==> src/hw/rtl/at_command_frame_parser_defines.svh <==
// Assertion macros for the AT command framer.
`ifndef AT_COMMAND_FRAME_PARSER_DEFINES_SVH
`define AT_COMMAND_FRAME_PARSER_DEFINES_SVH

`ifndef SYNTHESIS
// Checked at every clock edge, held off while reset is high.
`define ATCFP_ASSERT(lbl, clk_s, rst_s, prop, msg) \
  lbl: assert property (@(posedge clk_s) disable iff (rst_s) prop) else $error(msg);
// Checked at every clock edge, reset included.
`define ATCFP_ASSERT_ALWAYS(lbl, clk_s, prop, msg) \
  lbl: assert property (@(posedge clk_s) prop) else $error(msg);
`else
`define ATCFP_ASSERT(lbl, clk_s, rst_s, prop, msg)
`define ATCFP_ASSERT_ALWAYS(lbl, clk_s, prop, msg)
`endif

`endif

==> src/hw/rtl/atcfp_pkg.sv <==
package atcfp_pkg;

  localparam int unsigned MAX_FRAME = 128;
  localparam int unsigned CNT_W     = 8;
  localparam int unsigned TMR_W     = 16;

  localparam logic [TMR_W-1:0] TIMEOUT_RESET = 16'd1000;

  localparam logic [7:0] CH_A    = 8'h41;
  localparam logic [7:0] CH_T    = 8'h54;
  localparam logic [7:0] CH_PLUS = 8'h2B;
  localparam logic [7:0] CH_EQ   = 8'h3D;
  localparam logic [7:0] CH_CR   = 8'h0D;
  localparam logic [7:0] CH_LF   = 8'h0A;

  localparam logic [CNT_W-1:0] HEAD_LEN = 8'd3;
  localparam logic [CNT_W-1:0] TAIL_LEN = 8'd2;

  localparam logic MODE_BYTE = 1'b0;
  localparam logic MODE_TICK = 1'b1;

  typedef enum logic [2:0] {
    ST_NONE      = 3'd0,
    ST_VALID     = 3'd1,
    ST_MALFORMED = 3'd2,
    ST_OVERFLOW  = 3'd3,
    ST_TIMEOUT   = 3'd4
  } status_t;

  // Expected header character at position 0..2.
  function automatic logic [7:0] head_char(input logic [1:0] pos);
    logic [7:0] c;
    case (pos)
      2'd0:    c = CH_A;
      2'd1:    c = CH_T;
      default: c = CH_PLUS;
    endcase
    return c;
  endfunction

endpackage

==> src/hw/rtl/at_command_frame_parser.sv <==
// AT command line framer. Each input transaction is either one received UART
// byte (mode 0) or one timer tick (mode 1), and every input transaction yields
// exactly one result transaction. Bytes gather into a frame that closes at the
// first CR LF; the result then reports valid (length above five, "AT+" header)
// or malformed, with total length, command name length and the offset and
// length of the parameter after the first '='. A byte arriving while the frame
// already holds MAX_FRAME bytes drops the frame as overflow; timeout_ticks
// ticks counted from a frame's first byte drop it as timeout. Throughput is one
// transaction per cycle while the result channel does not stall. A transaction
// passes from the input register through the single pass of frame logic into
// the result register. The timeout register may be written only while the
// block is idle. No memory, so no clearing pass after reset.
`include "at_command_frame_parser_defines.svh"

module at_command_frame_parser
  import atcfp_pkg::*;
(
  input  logic             clk,
  input  logic             rst,
  // configuration
  input  logic             cfg_wen,
  input  logic [TMR_W-1:0] cfg_wdata,
  // input channel
  input  logic             in_valid,
  output logic             in_stall,
  input  logic             mode,
  input  logic [7:0]       data,
  // result channel
  output logic             out_valid,
  input  logic             out_stall,
  output logic             frame_end,
  output status_t          status,
  output logic [7:0]       total_length,
  output logic [7:0]       name_length,
  output logic             has_param,
  output logic [7:0]       param_offset,
  output logic [7:0]       param_length
);

  localparam logic [CNT_W-1:0] MaxFrame = CNT_W'(MAX_FRAME);

  // Input register
  logic       in_full;
  logic       mode_q;
  logic [7:0] data_q;

  // Frame state
  logic [TMR_W-1:0] timeout_ticks;
  logic [CNT_W-1:0] byte_count;
  logic             header_good;
  logic             equal_seen;
  logic [CNT_W-1:0] equal_position;
  logic             last_was_cr;
  logic             timer_running;
  logic [TMR_W-1:0] timer_count;

  logic [CNT_W-1:0] byte_count_next;
  logic             header_good_next;
  logic             equal_seen_next;
  logic [CNT_W-1:0] equal_position_next;
  logic             last_was_cr_next;
  logic             timer_running_next;
  logic [TMR_W-1:0] timer_count_next;

  // Result of the transaction in the input register
  logic       r_end;
  status_t    r_status;
  logic [7:0] r_total;
  logic [7:0] r_name;
  logic       r_hp;
  logic [7:0] r_poff;
  logic [7:0] r_plen;

  logic process;
  logic in_take;

  // The held transaction moves on whenever the result register is free or
  // is being emptied this cycle.
  assign process  = in_full && (!out_valid || !out_stall);
  assign in_stall = in_full && !process;
  assign in_take  = in_valid && !in_stall;

  always_ff @(posedge clk) begin
    if (rst) begin
      in_full <= 1'b0;
    end else if (in_take) begin
      in_full <= 1'b1;
    end else if (process) begin
      in_full <= 1'b0;
    end
  end

  always_ff @(posedge clk) begin
    if (in_take) begin
      mode_q <= mode;
      data_q <= data;
    end
  end

  always_ff @(posedge clk) begin
    if (rst) begin
      timeout_ticks <= TIMEOUT_RESET;
    end else if (cfg_wen) begin
      timeout_ticks <= cfg_wdata;
    end
  end

  // Single pass of frame logic
  always_comb begin
    logic [CNT_W-1:0] pos;
    logic [TMR_W-1:0] tick_count;
    logic             closed;
    logic [CNT_W-1:0] off;

    byte_count_next     = byte_count;
    header_good_next    = header_good;
    equal_seen_next     = equal_seen;
    equal_position_next = equal_position;
    last_was_cr_next    = last_was_cr;
    timer_running_next  = timer_running;
    timer_count_next    = timer_count;

    r_end    = 1'b0;
    r_status = ST_NONE;
    r_total  = '0;
    r_name   = '0;
    r_hp     = 1'b0;
    r_poff   = '0;
    r_plen   = '0;

    pos        = byte_count;
    tick_count = timer_count + 16'd1;
    closed     = 1'b0;
    off        = equal_position + 8'd1;

    if (mode_q == MODE_TICK) begin
      // A tick only matters while a frame is open. A zero limit trips at once.
      if (timer_running) begin
        timer_count_next = tick_count;
        if (tick_count >= timeout_ticks) begin
          closed   = 1'b1;
          r_end    = 1'b1;
          r_status = ST_TIMEOUT;
        end
      end
    end else if (byte_count >= MaxFrame) begin
      // Frame already full: discard the byte and drop the frame.
      closed   = 1'b1;
      r_end    = 1'b1;
      r_status = ST_OVERFLOW;
    end else begin
      if (byte_count == '0) begin
        timer_running_next = 1'b1;
        timer_count_next   = '0;
      end
      if (pos < HEAD_LEN && data_q != head_char(pos[1:0])) begin
        header_good_next = 1'b0;
      end
      if (data_q == CH_EQ && !equal_seen) begin
        equal_seen_next     = 1'b1;
        equal_position_next = pos;
      end
      byte_count_next  = pos + 8'd1;
      last_was_cr_next = (data_q == CH_CR);

      if (byte_count_next > TAIL_LEN && last_was_cr && data_q == CH_LF) begin
        closed  = 1'b1;
        r_end   = 1'b1;
        r_total = byte_count_next;
        if (byte_count_next > HEAD_LEN + TAIL_LEN && header_good_next) begin
          r_status = ST_VALID;
          if (equal_seen_next) begin
            r_name = equal_position_next;
            r_hp   = 1'b1;
            r_poff = off;
            r_plen = byte_count_next - off - TAIL_LEN;
          end else begin
            // No parameter: the name runs up to CR LF.
            r_name = byte_count_next - TAIL_LEN;
          end
        end else begin
          r_status = ST_MALFORMED;
        end
      end
    end

    // Every frame end clears the frame and stops the timer.
    if (closed) begin
      byte_count_next     = '0;
      header_good_next    = 1'b1;
      equal_seen_next     = 1'b0;
      equal_position_next = '0;
      last_was_cr_next    = 1'b0;
      timer_running_next  = 1'b0;
      timer_count_next    = '0;
    end
  end

  always_ff @(posedge clk) begin
    if (rst) begin
      byte_count     <= '0;
      header_good    <= 1'b1;
      equal_seen     <= 1'b0;
      equal_position <= '0;
      last_was_cr    <= 1'b0;
      timer_running  <= 1'b0;
      timer_count    <= '0;
    end else if (process) begin
      byte_count     <= byte_count_next;
      header_good    <= header_good_next;
      equal_seen     <= equal_seen_next;
      equal_position <= equal_position_next;
      last_was_cr    <= last_was_cr_next;
      timer_running  <= timer_running_next;
      timer_count    <= timer_count_next;
    end
  end

  // Result register
  always_ff @(posedge clk) begin
    if (rst) begin
      out_valid <= 1'b0;
    end else if (process) begin
      out_valid <= 1'b1;
    end else if (!out_stall) begin
      out_valid <= 1'b0;
    end
  end

  always_ff @(posedge clk) begin
    if (process) begin
      frame_end    <= r_end;
      status       <= r_status;
      total_length <= r_total;
      name_length  <= r_name;
      has_param    <= r_hp;
      param_offset <= r_poff;
      param_length <= r_plen;
    end
  end

  `ATCFP_ASSERT_ALWAYS(a_count_bound, clk, rst || byte_count <= MaxFrame, "byte count past frame size")
  `ATCFP_ASSERT(a_timer_open, clk, rst, timer_running == (byte_count != '0), "timer/frame mismatch")
  `ATCFP_ASSERT(a_end_status, clk, rst, out_valid |-> (frame_end == (status != ST_NONE)), "frame_end vs status")
  `ATCFP_ASSERT(a_valid_len, clk, rst, (out_valid && status == ST_VALID) |-> (total_length > HEAD_LEN + TAIL_LEN && name_length < total_length), "bad valid lengths")
  `ATCFP_ASSERT(a_hold_input, clk, rst, in_stall |=> (in_full && $stable(data_q) && $stable(mode_q)), "held input lost")

endmodule
==> config.mk <==
export PLATFORM = sky130hd
export DESIGN_NAME = at_command_frame_parser
export DESIGN_NICKNAME = d
export VERILOG_FILES = /design/src/hw/rtl/atcfp_pkg.sv /design/src/hw/rtl/at_command_frame_parser.sv
export VERILOG_INCLUDE_DIRS = /design/src /design/src/hw/rtl
export SDC_FILE = /design/constraint.sdc
export NUM_CORES = 1
export LEC_CHECK = 0
export BUFFER_PORTS_ARGS = -buffer_cell sky130_fd_sc_hd__buf_2
export CAP_MARGIN = 0
export CORE_ASPECT_RATIO = 1.25
export CORE_UTILIZATION = 30
export DETAILED_ROUTE_END_ITERATION = 7
export GPL_TIMING_DRIVEN = 0
export SLEW_MARGIN = 5
export SYNTH_ARGS = -nofsm -noshare
export SYNTH_HDL_FRONTEND = slang
export SYNTH_SLANG_ARGS = --single-unit
==> constraint.sdc <==
create_clock -name clk -period 5.3 [get_ports clk]
set_input_delay 0.265 -clock clk [delete_from_list [all_inputs] [get_ports clk]]
set_output_delay 0.265 -clock clk [all_outputs]
set_load 0.03 [all_outputs]
**Word-level counts from Yosys, hierarchy flattened**

Cells that the tools add are included.

- Bits in registers: 100
- Bits of input ports: 30
- Output and inout bits: 39
- Logic and storage cells: 119

- $add $sub $neg: 6
- $lt $le $gt $ge: 5
- Eq/ne operators: 10
- Muxes and demuxes: 51
- Bitwise logic cells: 3
- Reduce and logical (&&, ||, !) cells: 25

Operators with widths:

| kind | count |
|---|---|
| 2-to-1 mux 16 bit | 5 |
| 2-to-1 mux 8 bit | 10 |
| 2-to-1 mux 1 bit | 29 |
| adder 16 x 1 -> 16 bit, second input constant | 1 |
| adder 8 x 1 -> 8 bit, second input constant | 2 |
| == test 8 x 4 -> 1 bit, second input constant | 2 |
| >= comparator 16 bit | 1 |
| subtractor 8 x 2 -> 8 bit, second input constant | 2 |
| one-hot mux 7 bit (2 select lines) | 1 |
| 2-to-1 mux 3 bit | 3 |
| == test 8 x 6 -> 1 bit, second input constant | 1 |
| >= comparator 8 bit, second input constant | 1 |
| > comparator 8 x 2 -> 1 bit, second input constant | 1 |
| > comparator 8 x 3 -> 1 bit, second input constant | 1 |
| logical AND 1 bit | 8 |
| zero test 8 bit | 1 |
| < comparator 8 x 2 -> 1 bit, second input constant | 1 |
| != test 8 bit | 1 |
| AND reduction 4 bit | 2 |
| subtractor 8 bit | 1 |
| 2-to-1 mux 2 bit | 3 |
| zero test 1 bit | 5 |
| OR reduction 5 bit | 1 |
| != test 2 x 1 -> 1 bit, second input constant | 2 |
| 12 further kinds | 15 |

**Logic depth before layout (Yosys ltp)**

- Depth in word-level cells: 14
- Depth in mapped cells: 15
- Gate-level depth less buffers: 14

**Least setup slack after synthesis**

No wires, ideal clock.

- Kind: register to register
- Start: reg timer_count[0]
- End: reg last_was_cr
- Setup time: 0.155 ns
- Arrival: 3.336 ns
- Required time: 5.145 ns
- Setup slack: 1.810 ns
- Cell stages (with the launch flop): 13
- Buffers on the path: 0
- Clock period less this slack: 3.490 ns
- Cells stage by stage: dfxtp_1 ha_1 nand3_1 nor4_1 nand3_1 xnor2_1 ha_1 nand4_1 nor2_1 o21ai_0 o2111a_1 o31ai_1 o32ai_1

- Word-level cells in the longest chain between the ends: 7
- Elaborated cells between the ends (all ways): 9
- Classes of those cells: 1 x add/sub; 1 x order compare; 2 x eq/ne; 4 x mux; 1 x reduce/logical

Ends and longest elaborated chain:

| item | RTL line | source |
|---|---|---|
| from (decl) | at_command_frame_parser.sv:55 | `logic [TMR_W-1:0] timer_count;` |
| from (signal assigned) | at_command_frame_parser.sv:215 | `timer_count <= timer_count_next;` |
| adder 16 x 1 -> 16 bit * | at_command_frame_parser.sv:132 | `tick_count = timer_count + 16'd1;` |
| >= comparator 16 bit * | at_command_frame_parser.sv:140 | `if (tick_count >= timeout_ticks) begin` |
| 2-to-1 mux 1 bit * | at_command_frame_parser.sv:140 |  |
| 2-to-1 mux 1 bit * | at_command_frame_parser.sv:138 | `if (timer_running) begin` |
| 2-to-1 mux 1 bit * | at_command_frame_parser.sv:136 | `if (mode_q == MODE_TICK) begin` |
| != test 2 bit (no source line) or != test 2 x 1 -> 1 bit (tied branches) | -- |  |
| AND reduction 3 bit (no source line) | -- |  |
| to (signal assigned) | at_command_frame_parser.sv:213 | `last_was_cr <= last_was_cr_next;` |
| to (decl) | at_command_frame_parser.sv:53 | `logic last_was_cr;` |

Every way passes the cells marked *; elsewhere a longest branch is shown, timed or not.
A chain may end at the register's enable or synchronous reset.

**Worst setup path in the final report**

Ends and elaborated chain as after synthesis.

==> results.py <==
metrics = {
    "power": {
        "p_leak_nw": 2.83,
        "seqPwrFrac": 0.509,
        "clockPowerShare": 0.398,
        "power_switching_uw": 410,
        "p_sw_frac": 0.248,
        "pwr_density_cell_nw_per_um2": 240,
        "ir_worst_vdd_mv": 0.132,
        "p_int_mw": 1.24,
        "combinationalPowerShare": 0.092,
    },
    "global_route": {
        "gr-usage-all-layers": 0.149,
        "grt_pass1_wl_um": 23500,
        "antenna_found_initial": 0,
        "first_global_vias": 4391,
        "grt_max_degree": 27,
        "overflow": 0,
    },
    "clock_network": {
        "clk_latency_ns": 0.36,
        "cts_htree_levels": 3,
        "cts-root-buf": "clkbuf_16",
        "postCtsResizedCells": 0,
        "clk_pin_slew_worst_paths_ns": 0.07,
        "clock-sinks": 100,
        "cts_hold_buf": 0,
        "post-cts-setup-buffers": 0,
        "cts_tree": "done",
        "cts.path.max_buffers": 2,
        "cts_buffers": 9,
    },
    "logic_synthesis": {
        "syn_nets": 656,
        "synthMuxAreaShare": 0.0187,
        "synth_edf_count": 46,
        "synth_flop_cell": "dfxtp_1",
        "synth_top_family_by_area": "compound AO/OA/AOI/OAI gates",
        "avgSynthCellArea_um2": 10.0,
        "synth-simple-area-share": 0.157,
        "synth_area_leader_cell": "edfxtp_1",
        "synthesis.area_um2": 5900,
        "synth.area.top_cells": "edfxtp_1, dfxtp_1, ha_1",
        "synthAdderAreaFrac": 0.0798,
        "synthArstFlopShare": 0,
        "synth_compound_area_frac": 0.202,
        "synth_cell_types": 81,
        "netlist_instances": 589,
        "synth_seq_cells": 100,
        "synth-xor-area-share": 0.0636,
        "yosys_warnings": 0,
        "yosysSeqAreaShare": 0.417,
        "synth.top_cell.area_share": 0.234,
    },
    "sta": {
        "period_needed_ns": 4.83,
        "finClkSkew_ns": 0.00844,
        "drv_slew": 0,
        "tns_ns": 0,
        "tightest_slew_ns": 1.27,
        "setup_viol": 0,
        "setup_ws_ns": 0.471,
        "slew_headroom": 0.149,
        "fin_crit_sh": 0.911,
        "hold_ws_ns": 0.0816,
        "final_hold_viol_count": 0,
        "rsz0062_at_grt": "no",
        "max_freq_mhz": 207,
    },
    "detailed_routing": {
        "wl_per_cell_um": 15.4,
        "wl_um": 14500,
        "ant_nets": 0,
        "drt_iter0_markers": 259,
        "top_layer_used": "met4",
        "met3_length_um": 512,
        "firstDrtPassIters": 4,
        "dr_total_vias": 4673,
        "wl_met1_um": 6270,
        "route.met2.wl_um": 7270,
        "drc_errors": 0,
        "viasPerCell": 4.99,
    },
    "placement": {
        "place_congestion": 0.812,
        "io_buffers": 66,
        "placed_cells": 921,
        "dp_slack_ns": 0.526,
        "dp.final_hpwl_um": 10800,
    },
    "worst_setup_path": {
        "critPathBufInv": 0,
        "crit_family": "compound AO/OA/AOI/OAI gates",
        "cp-end-kind": "flop",
        "worstPathRequired_ns": 5.47,
        "crit_chain": "ha_1 > nand3_1 > nor4_1 > nand3_1 > xnor2_1 > ha_1 > nand4_1 > nor2_1 > o21ai_0 > o2111a_1 > o31ai_1 > o32ai_1",
        "r2r_start": "timer_count[0]",
        "start_kind": "flop",
        "cp_slowest_cell": "o31ai_1",
        "critPathLaunch": "timer_count[0]",
        "crit_arrival_ns": 5.00,
        "critPathKind": "reg -> reg",
        "worstPathMaxFanout": 7,
        "max_stage_delay_ns": 1.01,
    },
    "floorplanning": {
        "rows": 57,
        "dieArea_um2": 20200,
        "io-pin-count": 69,
        "core_area_um2": 19300,
        "fp.dieW_um": 127,
        "initial_utilization": 0.305,
        "die_h_um": 159,
    },
    "min_path": {
        "hp-start": "data[7]",
        "min-delay-path-class": "in -> reg",
    },
    "outcome": {
        "status": "finished clean",
    },
    "layout": {
        "layout_commonest_cell": "buf_2",
        "final_cell_mix": "buf_2, nor2_1, dfxtp_1",
        "nets": 734,
        "num-fill-cells": 2009,
        "syn_to_final_growth_pct": 16.7,
        "final_cells": 937,
        "drive_above_1_share": 0.192,
        "num_antenna_cells": 0,
    },
    "flow_run": {
        "drv_cap": 0,
    },
}
==> kinds of logic (layout without fill, tap and decap cells) <==
group | after synthesis | count (layout)
AOI/OAI and AO/OA | 145 | 145
xor gates and xnor gates | 37 | 37
adders and majority gates | 37 | 37
buffers and inverters | 88 | 171
DFF | 100 | 100
muxes | 11 | 11
and+or+nand+nor | 171 | 171
==> through the flow <==
stage | instance area (um2) | util | power, mW
2_1_floorplan | 5900 | - | 0.960
5_1_grt | 6880 | 0.356 | 1.72
3_3_place_gp | 6560 | 0.339 | 1.01
6_report | 6880 | 0.356 | 1.65
4_1_cts | 6880 | 0.356 | 1.67
3_5_place_dp | 6590 | 0.341 | 1.01
==> layout make-up <==
type                    instances  area, um2  area share
repair buffers                 67        358      0.0520
flip-flops and latches        100       2460       0.358
well taps                     265        332      0.0482
clock buffers                  11        264      0.0383
plain buffers                  34        151      0.0220
clock inverters                 5       31.3     0.00454
inverters                      54        208      0.0302
multi-input cells             401       3080       0.447
==> cell usage after synthesis, types with 3 or more instances <==
master / count
a211o_1: 3
o32ai_1: 5
a311oi_2: 5
ha_1: 36
nor2_1: 57
o211ai_1: 16
dfxtp_1: 54
a211oi_1: 5
inv_1: 51
and3_1: 10
nor2b_1: 5
xnor2_1: 23
nand4_1: 8
and2b_1: 4
o21a_1: 3
nor4_1: 4
or4b_2: 3
nand3_1: 11
buf_2: 9
clkbuf_1: 19
edfxtp_1: 46
a21oi_1: 12
o22ai_1: 8
nor3_1: 6
a21o_1: 9
xor2_1: 11
a31oi_1: 11
o2111ai_1: 8
a311oi_1: 13
nand2b_1: 4
o21ai_0: 14
mux2i_1: 11
buf_1: 4
a41oi_1: 7
nand2_1: 35
o311ai_0: 4
==> flip-flops by register name (all words and copies together), names as in the netlist <==
register        cells
last_was_cr         1
timer_count        16
frame_end           1
data_q              8
mode_q              1
total_length        8
param_length        8
status              3
out_valid           1
timeout_ticks      16
param_offset        8
in_full             1
timer_running       1
has_param           1
byte_count          8
equal_position      8
header_good         1
name_length         8
equal_seen          1
==> per-layer routing <==
layer,track usage,vias up
met5,0,-
met4,0.0687,0
met3,0.0202,25
met2,0.255,114
met1,0.184,2174
li1,-,2360
==> power groups by stage <==
stage	clock network, mW	logic [mW]	registers (mW)
after floorplan	0	0.0813	0.878
after global placement	0	0.149	0.859
after detailed placement	0	0.154	0.858
after CTS	0.680	0.154	0.841
after global routing	0.709	0.168	0.843
final	0.657	0.152	0.840
==> worst paths after layout <==
kind,end,cells after the start,slack [ns]
max,last_was_cr,12,0.47
min,data_q[7],1,0.08
max reg2reg,last_was_cr,12,0.47
min reg2reg,timeout_ticks[8],2,0.49
Note: power is estimated with default switching activity, not from simulation.
